**src/design/assert_macros.svh**
```systemverilog
// Assertion macros shared by the power sequencer RTL.
`ifndef ASSERT_MACROS_SVH
`define ASSERT_MACROS_SVH

// Check that cons holds in the same cycle as ante.
`define ASSERT_NOW(label, clk, rst_n, ante, cons, msg) \
    label: assert property (@(posedge clk) disable iff (!rst_n) (ante) |-> (cons)) \
        else $error(msg);

// Check that cons holds in the cycle after ante.
`define ASSERT_NEXT(label, clk, rst_n, ante, cons, msg) \
    label: assert property (@(posedge clk) disable iff (!rst_n) (ante) |=> (cons)) \
        else $error(msg);

`endif

```
**src/design/dps_pkg.sv**
```systemverilog
// Package: command, action and power codes for the device power sequencer.
package dps_pkg;

    localparam int unsigned ACT_W = 4;
    localparam int unsigned DLY_W = 16;
    localparam int unsigned TIME_W = 32;

    typedef enum logic [2:0] {
        CMD_TICK     = 3'd0,
        CMD_ACTION   = 3'd1,
        CMD_START    = 3'd2,
        CMD_ABORT    = 3'd3,
        CMD_WRITE    = 3'd4,
        CMD_ONLINE   = 3'd5,
        CMD_ENG_ON   = 3'd6,
        CMD_ENG_OFF  = 3'd7
    } t_cmd;

    typedef enum logic [ACT_W-1:0] {
        ACT_ON      = 4'd0,
        ACT_OFF     = 4'd1,
        ACT_REBOOT  = 4'd2,
        ACT_STANDBY = 4'd3,
        ACT_ESTOP   = 4'd4,
        ACT_INPUT   = 4'd5,
        ACT_MUTE    = 4'd6,
        ACT_UNMUTE  = 4'd7,
        ACT_QUERY   = 4'd8,
        ACT_CUSTOM  = 4'd9
    } t_action;

    typedef enum logic [1:0] {
        PWR_OFF     = 2'd0,
        PWR_STANDBY = 2'd1,
        PWR_ON      = 2'd2,
        PWR_FAULT   = 2'd3
    } t_power;

endpackage

```
**src/design/dps_ram.sv**
```systemverilog
// Generic single-write, single-read RAM with registered read data.
module dps_ram #(
    parameter int unsigned WIDTH = 24,
    parameter int unsigned DEPTH = 64
) (
    input  logic                     i_clk,
    input  logic                     i_we,
    input  logic [$clog2(DEPTH)-1:0] i_waddr,
    input  logic [WIDTH-1:0]         i_wdata,
    input  logic [$clog2(DEPTH)-1:0] i_raddr,
    output logic [WIDTH-1:0]         o_rdata
);

    logic [WIDTH-1:0] r_mem [DEPTH];
    logic [WIDTH-1:0] r_rdata;

    // Write port and registered read port
    always_ff @(posedge i_clk) begin
        if (i_we) begin
            r_mem[i_waddr] <= i_wdata;
        end
        r_rdata <= r_mem[i_raddr];
    end

    assign o_rdata = r_rdata;

endmodule

```
**src/design/device_power_sequencer_unit.sv**
```systemverilog
// Device power sequencer: per-device power and online state plus a timed step engine.
//
// One command is taken per clock: a transfer happens when start is high and busy is
// low, and busy is high only during reset and in the cycle right after it. Every
// command gives exactly one result, shown on the o_ ports for one cycle with o_valid
// in the cycle after its transfer; the receiver cannot stall, so it must capture each
// result on the strobe. The step store is a RAM with registered read; the step that
// the run points at is read early from the next-state pointer, and a step written
// into that slot is forwarded, so back-to-back commands and ticks run at full rate.
module device_power_sequencer_unit
    import dps_pkg::*;
#(
    parameter int unsigned NUM_DEVICES = 16,
    parameter int unsigned MAX_STEPS   = 64
) (
    input  logic                                i_clk,
    input  logic                                i_rst_n,
    input  logic                                start,
    output logic                                busy,
    input  logic [2:0]                          i_command,
    input  logic [TIME_W-1:0]                   i_time_ms,
    input  logic [$clog2(NUM_DEVICES)-1:0]      i_device,
    input  logic [ACT_W-1:0]                    i_action,
    input  logic [$clog2(MAX_STEPS)-1:0]        i_step_addr,
    input  logic [DLY_W-1:0]                    i_step_delay_ms,
    input  logic [$clog2(MAX_STEPS+1)-1:0]      i_run_length,
    input  logic                                i_online_flag,
    output logic                                o_valid,
    output logic                                o_accepted,
    output logic [1:0]                          o_target_power,
    output logic                                o_step_fired,
    output logic [$clog2(NUM_DEVICES)-1:0]      o_fired_device,
    output logic [ACT_W-1:0]                    o_fired_action,
    output logic                                o_fired_ok,
    output logic                                o_run_active,
    output logic [$clog2(MAX_STEPS+1)-1:0]      o_run_position,
    output logic                                o_run_finished
);

`include "assert_macros.svh"

    localparam int unsigned DEV_W = $clog2(NUM_DEVICES);
    localparam int unsigned AW    = $clog2(MAX_STEPS);
    localparam int unsigned IW    = $clog2(MAX_STEPS + 1);
    localparam int unsigned SW    = IW + 1;
    localparam int unsigned ENT_W = DEV_W + ACT_W + DLY_W;

    localparam logic [DEV_W:0] NDEV_C = (DEV_W + 1)'(NUM_DEVICES);
    localparam logic [AW:0]    AMAX_C = (AW + 1)'(MAX_STEPS);
    localparam logic [IW-1:0]  LMAX_C = IW'(MAX_STEPS);
    localparam logic [SW-1:0]  SMAX_C = SW'(MAX_STEPS);

    // State
    t_power              r_power  [NUM_DEVICES];
    logic                r_online [NUM_DEVICES];
    logic [TIME_W-1:0]   r_clock;
    logic                r_engine;
    logic                r_run_on;
    logic [AW-1:0]       r_base;
    logic [IW-1:0]       r_count;
    logic [IW-1:0]       r_index;
    logic [DLY_W-1:0]    r_wait;
    logic                r_busy;
    logic                r_byp;
    logic [ENT_W-1:0]    r_byp_data;

    // Result registers
    logic                r_valid;
    logic                r_acc;
    t_power              r_tpow;
    logic                r_fired;
    logic [DEV_W-1:0]    r_fdev;
    logic [ACT_W-1:0]    r_fact;
    logic                r_fok;
    logic                r_fin;

    // Next values
    t_power              n_power  [NUM_DEVICES];
    logic                n_online [NUM_DEVICES];
    logic [TIME_W-1:0]   n_clock;
    logic                n_engine;
    logic                n_run_on;
    logic [AW-1:0]       n_base;
    logic [IW-1:0]       n_count;
    logic [IW-1:0]       n_index;
    logic [DLY_W-1:0]    n_wait;
    logic                n_byp;
    logic                n_acc;
    t_power              n_tpow;
    logic                n_fired;
    logic [DEV_W-1:0]    n_fdev;
    logic [ACT_W-1:0]    n_fact;
    logic                n_fok;
    logic                n_fin;

    logic                accept;
    logic                wr_en;
    logic [ENT_W-1:0]    wr_data;
    logic [ENT_W-1:0]    ram_q;
    logic [ENT_W-1:0]    entry;
    logic [DEV_W-1:0]    ent_dev;
    logic [ACT_W-1:0]    ent_act;
    logic [DLY_W-1:0]    ent_dly;
    logic [SW-1:0]       ptr_sum;
    logic [AW-1:0]       rd_addr;
    logic [TIME_W-1:0]   delta;
    logic                time_later;
    logic                do_act;
    logic [DEV_W-1:0]    a_dev;
    t_action             a_act;
    logic                a_in_range;
    logic                a_ok;

    assign accept     = start && !r_busy;
    assign wr_data    = {i_step_delay_ms, i_action, i_device};
    assign delta      = i_time_ms - r_clock;
    assign time_later = i_time_ms > r_clock;

    // Pick the prefetched step, or the step written into that slot last cycle
    assign entry   = r_byp ? r_byp_data : ram_q;
    assign ent_dev = entry[DEV_W-1:0];
    assign ent_act = entry[DEV_W +: ACT_W];
    assign ent_dly = entry[DEV_W+ACT_W +: DLY_W];

    // Command decode and run engine
    always_comb begin
        n_power  = r_power;
        n_online = r_online;
        n_clock  = r_clock;
        n_engine = r_engine;
        n_run_on = r_run_on;
        n_base   = r_base;
        n_count  = r_count;
        n_index  = r_index;
        n_wait   = r_wait;
        n_acc    = 1'b0;
        n_tpow   = PWR_OFF;
        n_fired  = 1'b0;
        n_fdev   = '0;
        n_fact   = '0;
        n_fok    = 1'b0;
        n_fin    = 1'b0;
        wr_en    = 1'b0;
        do_act   = 1'b0;
        a_dev    = i_device;
        a_act    = t_action'(i_action);

        if (accept) begin
            case (t_cmd'(i_command))
                CMD_TICK: begin
                    if (r_engine) begin
                        n_acc   = 1'b1;
                        n_clock = i_time_ms;
                        if (time_later && r_run_on) begin
                            if (r_index >= r_count) begin
                                n_run_on = 1'b0;
                                n_fin    = 1'b1;
                            end else if (r_wait == '0) begin
                                n_fired = 1'b1;
                                n_fdev  = ent_dev;
                                n_fact  = ent_act;
                                a_dev   = ent_dev;
                                a_act   = t_action'(ent_act);
                                do_act  = 1'b1;
                                n_wait  = ent_dly;
                                if (ent_dly == '0) begin
                                    n_index = r_index + IW'(1);
                                end
                            end else if (delta >= TIME_W'(r_wait)) begin
                                n_wait  = '0;
                                n_index = r_index + IW'(1);
                            end else begin
                                n_wait = r_wait - delta[DLY_W-1:0];
                            end
                        end
                    end
                end
                CMD_ACTION: begin
                    do_act = 1'b1;
                end
                CMD_START: begin
                    if (i_run_length != '0 && i_run_length <= LMAX_C
                            && {1'b0, i_step_addr} < AMAX_C) begin
                        n_acc    = 1'b1;
                        n_run_on = 1'b1;
                        n_base   = i_step_addr;
                        n_count  = i_run_length;
                        n_index  = '0;
                        n_wait   = '0;
                    end
                end
                CMD_ABORT: begin
                    n_acc    = 1'b1;
                    n_run_on = 1'b0;
                end
                CMD_WRITE: begin
                    if ({1'b0, i_step_addr} < AMAX_C) begin
                        n_acc = 1'b1;
                        wr_en = 1'b1;
                    end
                end
                CMD_ONLINE: begin
                    if ({1'b0, i_device} < NDEV_C) begin
                        n_acc              = 1'b1;
                        n_online[i_device] = i_online_flag;
                        n_tpow             = r_power[i_device];
                    end
                end
                CMD_ENG_ON: begin
                    n_acc    = 1'b1;
                    n_engine = 1'b1;
                end
                default: begin
                    n_acc    = 1'b1;
                    n_engine = 1'b0;
                    n_run_on = 1'b0;
                end
            endcase
        end

        // Apply one device action; offline devices take only power-on and query
        a_in_range = {1'b0, a_dev} < NDEV_C;
        a_ok       = a_in_range && (r_online[a_dev] || (a_act inside {ACT_ON, ACT_QUERY}));
        if (do_act && a_ok) begin
            case (a_act)
                ACT_ON, ACT_REBOOT: n_power[a_dev] = PWR_ON;
                ACT_OFF:            n_power[a_dev] = PWR_OFF;
                ACT_STANDBY:        n_power[a_dev] = PWR_STANDBY;
                ACT_ESTOP: begin
                    for (int k = 0; k < NUM_DEVICES; k++) begin
                        n_power[k] = PWR_OFF;
                    end
                    n_run_on = 1'b0;
                end
                default: ;
            endcase
        end
        if (do_act) begin
            if (a_in_range) begin
                n_tpow = n_power[a_dev];
            end
            if (n_fired) begin
                n_fok = a_ok;
            end else begin
                n_acc = a_ok;
            end
        end
    end

    // Point the step RAM at the slot the run will use next cycle
    always_comb begin
        ptr_sum = SW'(n_base) + SW'(n_index);
        if (ptr_sum >= SMAX_C) begin
            ptr_sum = ptr_sum - SMAX_C;
        end
        rd_addr = ptr_sum[AW-1:0];
        n_byp   = wr_en && (i_step_addr == rd_addr);
    end

    dps_ram #(
        .WIDTH (ENT_W),
        .DEPTH (MAX_STEPS)
    ) u_step_ram (
        .i_clk   (i_clk),
        .i_we    (wr_en),
        .i_waddr (i_step_addr),
        .i_wdata (wr_data),
        .i_raddr (rd_addr),
        .o_rdata (ram_q)
    );

    // Hold control state
    always_ff @(posedge i_clk) begin
        if (!i_rst_n) begin
            for (int k = 0; k < NUM_DEVICES; k++) begin
                r_power[k]  <= PWR_OFF;
                r_online[k] <= 1'b1;
            end
            r_clock  <= '0;
            r_engine <= 1'b0;
            r_run_on <= 1'b0;
            r_base   <= '0;
            r_count  <= '0;
            r_index  <= '0;
            r_wait   <= '0;
            r_busy   <= 1'b1;
            r_byp    <= 1'b0;
            r_valid  <= 1'b0;
        end else begin
            r_power  <= n_power;
            r_online <= n_online;
            r_clock  <= n_clock;
            r_engine <= n_engine;
            r_run_on <= n_run_on;
            r_base   <= n_base;
            r_count  <= n_count;
            r_index  <= n_index;
            r_wait   <= n_wait;
            r_busy   <= 1'b0;
            r_byp    <= n_byp;
            r_valid  <= accept;
        end
    end

    // Capture result payload and forwarded step data
    always_ff @(posedge i_clk) begin
        r_byp_data <= wr_data;
        r_acc      <= n_acc;
        r_tpow     <= n_tpow;
        r_fired    <= n_fired;
        r_fdev     <= n_fdev;
        r_fact     <= n_fact;
        r_fok      <= n_fok;
        r_fin      <= n_fin;
    end

    assign busy           = r_busy;
    assign o_valid        = r_valid;
    assign o_accepted     = r_acc;
    assign o_target_power = r_tpow;
    assign o_step_fired   = r_fired;
    assign o_fired_device = r_fdev;
    assign o_fired_action = r_fact;
    assign o_fired_ok     = r_fok;
    assign o_run_active   = r_run_on;
    assign o_run_position = r_index;
    assign o_run_finished = r_fin;

    // Checks on the run engine and the result strobe
    `ASSERT_NEXT(a_valid_follows_transfer, i_clk, i_rst_n, 1'b1, o_valid == $past(start && !busy), "result strobe does not follow transfer")
    `ASSERT_NOW(a_index_in_run, i_clk, i_rst_n, 1'b1, r_index <= r_count, "run index beyond run length")
    `ASSERT_NOW(a_wait_inside_run, i_clk, i_rst_n, r_wait != '0, r_index < r_count, "pending wait with no step left")
    `ASSERT_NOW(a_finish_ends_run, i_clk, i_rst_n, o_valid && o_run_finished, !o_run_active && !o_step_fired, "finished run still active")
    `ASSERT_NOW(a_fire_on_accepted_tick, i_clk, i_rst_n, o_valid && o_step_fired, o_accepted, "step fired on refused command")

endmodule

```
**config.mk**
```make
export PLATFORM = sky130hd
export DESIGN_NAME = device_power_sequencer_unit
export DESIGN_NICKNAME = d
export VERILOG_FILES = /design/src/design/dps_pkg.sv /design/src/design/dps_ram.sv /design/src/design/device_power_sequencer_unit.sv
export VERILOG_INCLUDE_DIRS = /design/src /design/src/design
export SDC_FILE = /design/constraint.sdc
export NUM_CORES = 2
export LEC_CHECK = 0
export ABC_CLOCK_PERIOD_IN_PS = 8100
export BUFFER_PORTS_ARGS = -buffer_cell sky130_fd_sc_hd__buf_2
export CORE_MARGIN = 10
export CORE_UTILIZATION = 39
export DETAILED_ROUTE_END_ITERATION = 8
export PLACE_DENSITY_LB_ADDON = 0.08
export SLEW_MARGIN = 10
export SYNTH_ARGS = -nofsm -noshare
export SYNTH_HDL_FRONTEND = slang
export SYNTH_SLANG_ARGS = --single-unit
```
**constraint.sdc**
```tcl
create_clock -name i_clk -period 8.1 [get_ports i_clk]
set_input_delay 1.62 -clock i_clk [delete_from_list [all_inputs] [get_ports i_clk]]
set_output_delay 1.62 -clock i_clk [all_outputs]
set_load 0.05 [all_outputs]
```
# ---- Word-level counts from Yosys, hierarchy flattened
# Memory sizes are Yosys's and may differ from the RTL's. A register that Yosys moved wholly into a read port is not among the register bits.
# Index checks and enable logic that the tools add are counted.
dict set report classes {
  n_mux 81
  magnitude_cmp 9
  add_sub_neg 5
  bitwise 16
  n_reduce_logical 27
  eq_ne 16
}
# op n
set ops {}
lappend ops {{$pmux W32 S4} 1}
lappend ops {{$mux W16} 6}
lappend ops {{$mux W7} 8}
lappend ops {{$mux W4} 12}
lappend ops {{$and A16 B16 Y16} 2}
lappend ops {{$and A32 B32 Y32} 1}
lappend ops {{$ge A32 B16 Y1} 1}
lappend ops {{$gt A32 B32 Y1} 1}
lappend ops {{$logic_not A16 Y1} 2}
lappend ops {{$mux W32} 1}
lappend ops {{$not A16 Y16} 2}
lappend ops {{$not A32 Y32} 1}
lappend ops {{$or A16 B16 Y16} 2}
lappend ops {{$pmux W16 S2} 1}
lappend ops {{$sub A32 B32 Y32} 1}
lappend ops {{$mux W1} 28}
lappend ops {{$mux W24} 1}
lappend ops {{$mux W6} 4}
lappend ops {{$bmux W2 S4} 2}
lappend ops {{$bwmux W16} 1}
lappend ops {{$mux W2} 8}
lappend ops {{$sub A16 B16 Y16} 1}
lappend ops {{$pmux W7 S2} 1}
lappend ops {{$reduce_or A6 Y1} 2}
lappend ops {{37 further kinds} 64}
dict set report totals {
  mem_bits_rw 1536
  output_inout_bits 24
  reg_bits 159
  word_cells 205
  n_memories 1
}
# name words width read_ports rd_ports_with_merged_regs write_ports line_no
set memory_table {}
lappend memory_table {u_step_ram.r_mem 64 24 1 1 1 dps_ram.sv:14} ;# logic [WIDTH-1:0] r_mem [DEPTH];

# ---- Logic depth before layout (Yosys ltp)
dict set report logic_depth {
  ltp_word 20
  depth_mapped 37
  mapped_depth_nobuf 34
}

# ---- Hierarchy
# Synthesis repeated with hierarchy kept, for this count alone.
dict set report unflattened {
  hier_cells 4051
  hier_area_um2 70575.2
}
# mod cells_per_inst area_each_um2 n_inst
set by_module_without_submodules {}
lappend by_module_without_submodules {dps_ram 2611 59330.7 1}
lappend by_module_without_submodules {device_power_sequencer_unit 1440 11244.5 1}

# ---- Least setup slack after synthesis
# OpenSTA, ideal clock, no wires.
dict set report synth_timing {
  path_kind {input to register}
  from {in i_time_ms[1]}
  to {reg u_step_ram.r_rdata[0] (netlist: u_step_ram.o_rdata[0]) (read register of u_step_ram.r_mem)}
  path_slack_ns -0.566
  t_arrival_ns 8.535
  required_time_ns 7.970
  stages 33
  path_cell_list {ha_1 > nor2b_1 > o31a_1 > o21ai_1 > nand2_1 > a21o_1 > a21o_1 > and2_1 > a21oi_1 > nand2b_1 > nand2b_1 > a21oi_1 > xnor2_1 > ha_1 > clkbuf_1 > a21oi_1 > nor2b_1 > o21ai_0 > nand3_1 > a211o_1 > nor4_1 > o2111a_1 > and4_4 > nor4b_1 > mux2_2 > ha_1 > fa_1 > xnor2_1 > clkbuf_1 > buf_1 > mux4_2 > mux2i_1 > mux2i_1}
}
dict set report synth_between {
  elab_chain_cells 12
  elab_cells_between_ends 15
  classes_between {add/sub (3); order compare (3); mux (8); reduce/logical (1)}
}
# element line_no
set synth_lines {}
lappend synth_lines {{from (decl)} device_power_sequencer_unit.sv:21} ;# input logic [TIME_W-1:0] i_time_ms,
lappend synth_lines {{$sub A32 B32 Y32} device_power_sequencer_unit.sv:116} ;# assign delta = i_time_ms - r_clock;
lappend synth_lines {{$ge A32 B16 Y1} device_power_sequencer_unit.sv:169} ;# end else if (delta >= TIME_W'(r_wait)) begin
lappend synth_lines {{$mux W7} device_power_sequencer_unit.sv:169}
lappend synth_lines {{$mux W7} device_power_sequencer_unit.sv:158} ;# end else if (r_wait == '0) begin
lappend synth_lines {{$mux W7} device_power_sequencer_unit.sv:155} ;# if (r_index >= r_count) begin
lappend synth_lines {{$mux W7 (*)} device_power_sequencer_unit.sv:154} ;# if (time_later && r_run_on) begin
lappend synth_lines {{$mux W7 (*)} device_power_sequencer_unit.sv:151} ;# if (r_engine) begin
lappend synth_lines {{$pmux W7 S2 (*)} device_power_sequencer_unit.sv:149} ;# case (t_cmd'(i_command))
lappend synth_lines {{$mux W7 (*)} device_power_sequencer_unit.sv:148} ;# if (accept) begin
lappend synth_lines {{via n_index[0]} device_power_sequencer_unit.sv:85} ;# logic [IW-1:0] n_index;
lappend synth_lines {{$add A6 B7 Y8 (*)} device_power_sequencer_unit.sv:252} ;# ptr_sum = SW'(n_base) + SW'(n_index);
lappend synth_lines {{$ge A8 B7 Y1 or $sub A6 B1 Y6 (tied branches)} {device_power_sequencer_unit.sv:253, device_power_sequencer_unit.sv:254}}
lappend synth_lines {{$mux W6 (*)} device_power_sequencer_unit.sv:253} ;# if (ptr_sum >= SMAX_C) begin
lappend synth_lines {{to (decl)} dps_ram.sv:15} ;# logic [WIDTH-1:0] r_rdata;
# The timed path passes the listed nets; every way through them passes the cells marked *.
# A chain may end at the register's enable or synchronous reset.

# ---- Worst setup path in the final report
dict set report layout_timing {
  from {in i_time_ms[0]}
  to {reg u_step_ram.r_rdata[18] (netlist: u_step_ram.o_rdata[18]) (read register of u_step_ram.r_mem)}
}
# The elaborated chain is that of the path after synthesis.

==> impl_metrics.csv <==
group,metric,value,unit
timing,fmax,0.125,GHz
timing,period_minus_slack,7.97,ns
floorplan,floorplan.die.width,443,um
critical_path,timing.setup.critical_path_class,"in2reg",
route,detail_route.drc_violations,0,
clocking,cts_made_buffers,186,
min_path,worstHoldPathType,"reg2reg",
timing,max_slew.worst_pin.slew,1.23,ns
route,drt-pass1-iter-count,5,
clocking,clock_sinks,1719,
route,detailedRoute.firstIterationViolations,3677,
global_routing,total_global_routing_overflow,0,
timing,finalClockSkew,0.0237,ns
synth,ys_types,98,
synth,yosysMostFrequentCell,"sky130_fd_sc_hd__edfxtp_1",
clocking,cts_max_level,4,
power_and_ir_drop,report.power.total,18.9,mW
clocking,clock_tree_from_tritoncts,"built",
route,route.detailed.vias_per_inst,5.55,
synth,synth.area.top_cells,"sky130_fd_sc_hd__edfxtp_1 66%, sky130_fd_sc_hd__mux4_2 16%, sky130_fd_sc_hd__dfxtp_1 5.2%",
synth,synth_seq_cells,1719,
synth,async_reset_ff_frac,0,
timing,grt_setup_unrepaired,"yes",
flow_run,cap_violations,0,
finish,multi_input_area,0.0198,sq mm
critical_path,cpPeakStageDelay,0.88,ns
timing,slew_viol_final,0,
finish,final_util,0.468,
synth,yosys-top-cells-count,"1536 x sky130_fd_sc_hd__edfxtp_1, 495 x sky130_fd_sc_hd__mux4_2, 196 x sky130_fd_sc_hd__nand2_1, 196 x sky130_fd_sc_hd__nor2_1, 183 x sky130_fd_sc_hd__dfxtp_1",
finish,layout-area-overhead-vs-synth,19.4,%
timing,timing.final.hold_violations,0,
critical_path,critPathCaptureType,"register",
floorplan,die-height,443,um
clocking,clkLatencyLatePin,0.83,ns
clocking,clock_tree.buffer_depth,3,
synth,synth-edff-count,1536,
place,dp_area,0.0764,sq mm
floorplan,core.rowCount,155,
route,routed_vias,37200,
power_and_ir_drop,power.density_cell_area,226,mW/mm^2
place,globalplace.congestion,0.789,
finish,post_route_cells_drive_above_1_share,0.319,
synth,synth.top_cell.area_share,0.660,
floorplan,initial_utilization,0.392,
route,drt.antenna.violating_nets,0,
global_routing,first_global_vias,38000,
global_routing,global_route_wire_length_before_repair,284,mm
finish,n_fill_cell,15100,
route,average_wire_per_standard_cell,30.1,um
critical_path,critical-path-slowest-cell,"sky130_fd_sc_hd__fa_4",
global_routing,grt_antenna_before_repair,17,
place,buffer_ports.inserted,99,
critical_path,worstPathArrival,8.68,ns
synth,synth_sequential_area_ratio,0.712,
synth,syn-instance-count,3704,
floorplan,floorplan.io_pins,100,
critical_path,critical_path.max_fanout,15,
run_status,outcome,"complete, no violations",
floorplan,die_footprint,0.197,sq mm
critical_path,critical_path.startpoint_type,"input pin",
finish,area.sequential,0.0498,sq mm
global_routing,grt_start_max_net_pins,78,
global_routing,gr-usage-all-layers,0.201,
timing,maxSlewHeadroom,0.178,
synth,synth.largest_area_cell,"sky130_fd_sc_hd__edfxtp_1",
floorplan,coreArea,0.178,sq mm
place,hpwlAfterDp,117,mm
power_and_ir_drop,irDropWorstVdd,0.191,mV
power_and_ir_drop,power_leakage,27.1,nW
synth,syn_nets,3859,
clocking,holdBufCountCts,0,
critical_path,cp_data_required_time,8.81,ns
clocking,clkTransAtPathRegs,0.06,ns
timing,finalSetupViolations,0,
critical_path,cell_mode_on_critical_path,"sky130_fd_sc_hd__buf_4",
finish,nNetsFinal,4345,
synth,synth_warnings,0,
synth,synth.avg_cell_area,18.9,sq um
synth,dominantRegCellSynth,"sky130_fd_sc_hd__edfxtp_1",
clocking,clock_tree.root_cell,"sky130_fd_sc_hd__clkbuf_16",
timing,share_of_the_cycle_needed_by_the_critical_path_after_routing,0.985,
route,totalWireLength,202,mm
finish,finalInstanceArea,0.0835,sq mm
synth,cell_area_after_synthesis,0.0699,sq mm
-- layer usage --
layer / wire, um / GRT usage / vias to the layer above
li1: - / - / 16100
met1: 88300 / 0.283 / 19700
met2: 95600 / 0.321 / 1149
met3: 12700 / 0.0376 / 257
met4: 5050 / 0.0557 / 4
met5: 21 / 0 / -
-- cells by family after synthesis --
| family | count (synthesis) | share of synthesized area |
|---|---|---|
| AO/OA/AOI/OAI | 374 | 0.0355 |
| XOR/XNOR | 45 | 0.00610 |
| adder cells (fa/ha/maj) | 79 | 0.0145 |
| buffers and inverters | 284 | 0.0164 |
| flip-flops | 1719 | 0.712 |
| multiplexers | 611 | 0.176 |
| AND/OR/NAND/NOR | 592 | 0.0392 |
-- cell type report --
class                           count  area share
Multi-Input combinational cell   1701       0.237
Inverter                           92     0.00414
Timing Repair Buffer              490      0.0572
Clock inverter                     86     0.00869
Tap cell                         2355      0.0353
Clock buffer                      259      0.0607
Sequential cell                  1719       0.596
Antenna cell                        3   0.0000899
-- what timing repair did --
action / CTS / global route
gates cloned: 7 / 9
pin swaps: 20 / 25
setup buffers: 38 / 9
endpoints found under the setup margin: 24 / 24
gates resized for setup: 50 / 47
-- cell usage in the layout, fill, tap and decap left out, types with 13 or more instances in the layout --
master	netlist	layout
sky130_fd_sc_hd__edfxtp_1	1536	1536
sky130_fd_sc_hd__mux4_2	495	495
sky130_fd_sc_hd__buf_4	5	282
sky130_fd_sc_hd__clkbuf_16	0	197
sky130_fd_sc_hd__nand2_1	196	196
sky130_fd_sc_hd__dfxtp_1	183	182
sky130_fd_sc_hd__a21oi_1	141	137
sky130_fd_sc_hd__nor2_1	196	129
sky130_fd_sc_hd__mux2i_1	107	98
sky130_fd_sc_hd__buf_2	19	97
sky130_fd_sc_hd__inv_1	91	90
sky130_fd_sc_hd__ha_1	76	71
sky130_fd_sc_hd__buf_12	2	66
sky130_fd_sc_hd__nor2_4	0	64
sky130_fd_sc_hd__clkbuf_1	127	62
sky130_fd_sc_hd__nand3_1	52	52
sky130_fd_sc_hd__o21ai_0	45	42
sky130_fd_sc_hd__clkinv_1	0	34
sky130_fd_sc_hd__a21o_1	32	32
sky130_fd_sc_hd__clkinv_2	0	31
sky130_fd_sc_hd__nor3_1	26	26
sky130_fd_sc_hd__xor2_1	20	19
sky130_fd_sc_hd__a22oi_1	19	19
sky130_fd_sc_hd__buf_6	1	18
sky130_fd_sc_hd__xnor2_1	23	17
sky130_fd_sc_hd__nand2b_1	19	16
sky130_fd_sc_hd__a2bb2oi_1	16	16
sky130_fd_sc_hd__o21ai_1	13	14
sky130_fd_sc_hd__and2_1	15	14
sky130_fd_sc_hd__and3_1	13	13
-- metrics by stage --
step           setup WS (ns)  TNS, ns  std cells  hold WS, ns
3_3_place_gp           -1.47   -28.67       6297        0.442
4_1_cts              0.00175        0       6687        0.456
2_1_floorplan       0.000941        0       3704        0.434
6_report               0.125        0       6705        0.454
3_5_place_dp           -1.48   -28.54       6297        0.447
5_1_grt              -0.0846    -1.15       6704        0.471
-- path summary, 6_finish.rpt --
path / startpoint / end / slack [ns] / depth (start not counted)
worst min-delay path: r_clock[25]$_SDFFE_PN0P_ / r_clock[25]$_SDFFE_PN0P_ / 0.45 / 2
worst min register to register: r_clock[25]$_SDFFE_PN0P_ / r_clock[25]$_SDFFE_PN0P_ / 0.45 / 2
worst max register to register: r_clock[1]$_SDFFE_PN0P_ / u_step_ram.o_rdata[18]$_DFF_P_ / 0.52 / 35
worst max-delay path: i_time_ms[0] / u_step_ram.o_rdata[18]$_DFF_P_ / 0.13 / 33
-- critical path: cells and delay by family --
| family | cells | cell delay [ns] |
|---|---|---|
| AO/OA/AOI/OAI | 6 | 1.35 |
| XOR/XNOR | 1 | 0.15 |
| adder cells (fa/ha/maj) | 4 | 1.73 |
| buffers and inverters | 11 | 1.56 |
| multiplexers | 4 | 1.19 |
| AND/OR/NAND/NOR | 7 | 1.03 |
-- report_power, final --
group	leakage [nW]	switching [mW]	internal (mW)
Clock	2.84	3.52	4.63
Combinational	8.99	0.602	0.412
Sequential	15.3	0.0224	9.67
-- registers in the layout (all words and copies together) (netlist names), 2 cells and up --
register / flops
o_run_position: 7
r_base: 6
r_power: 32
r_online: 16
r_clock: 32
r_wait: 16
r_byp_data: 24
o_fired_action: 4
u_step_ram.r_mem: 1536
u_step_ram.o_rdata: 24
o_target_power: 2
r_count: 7
o_fired_device: 4
(Power assumes the default switching activity.)
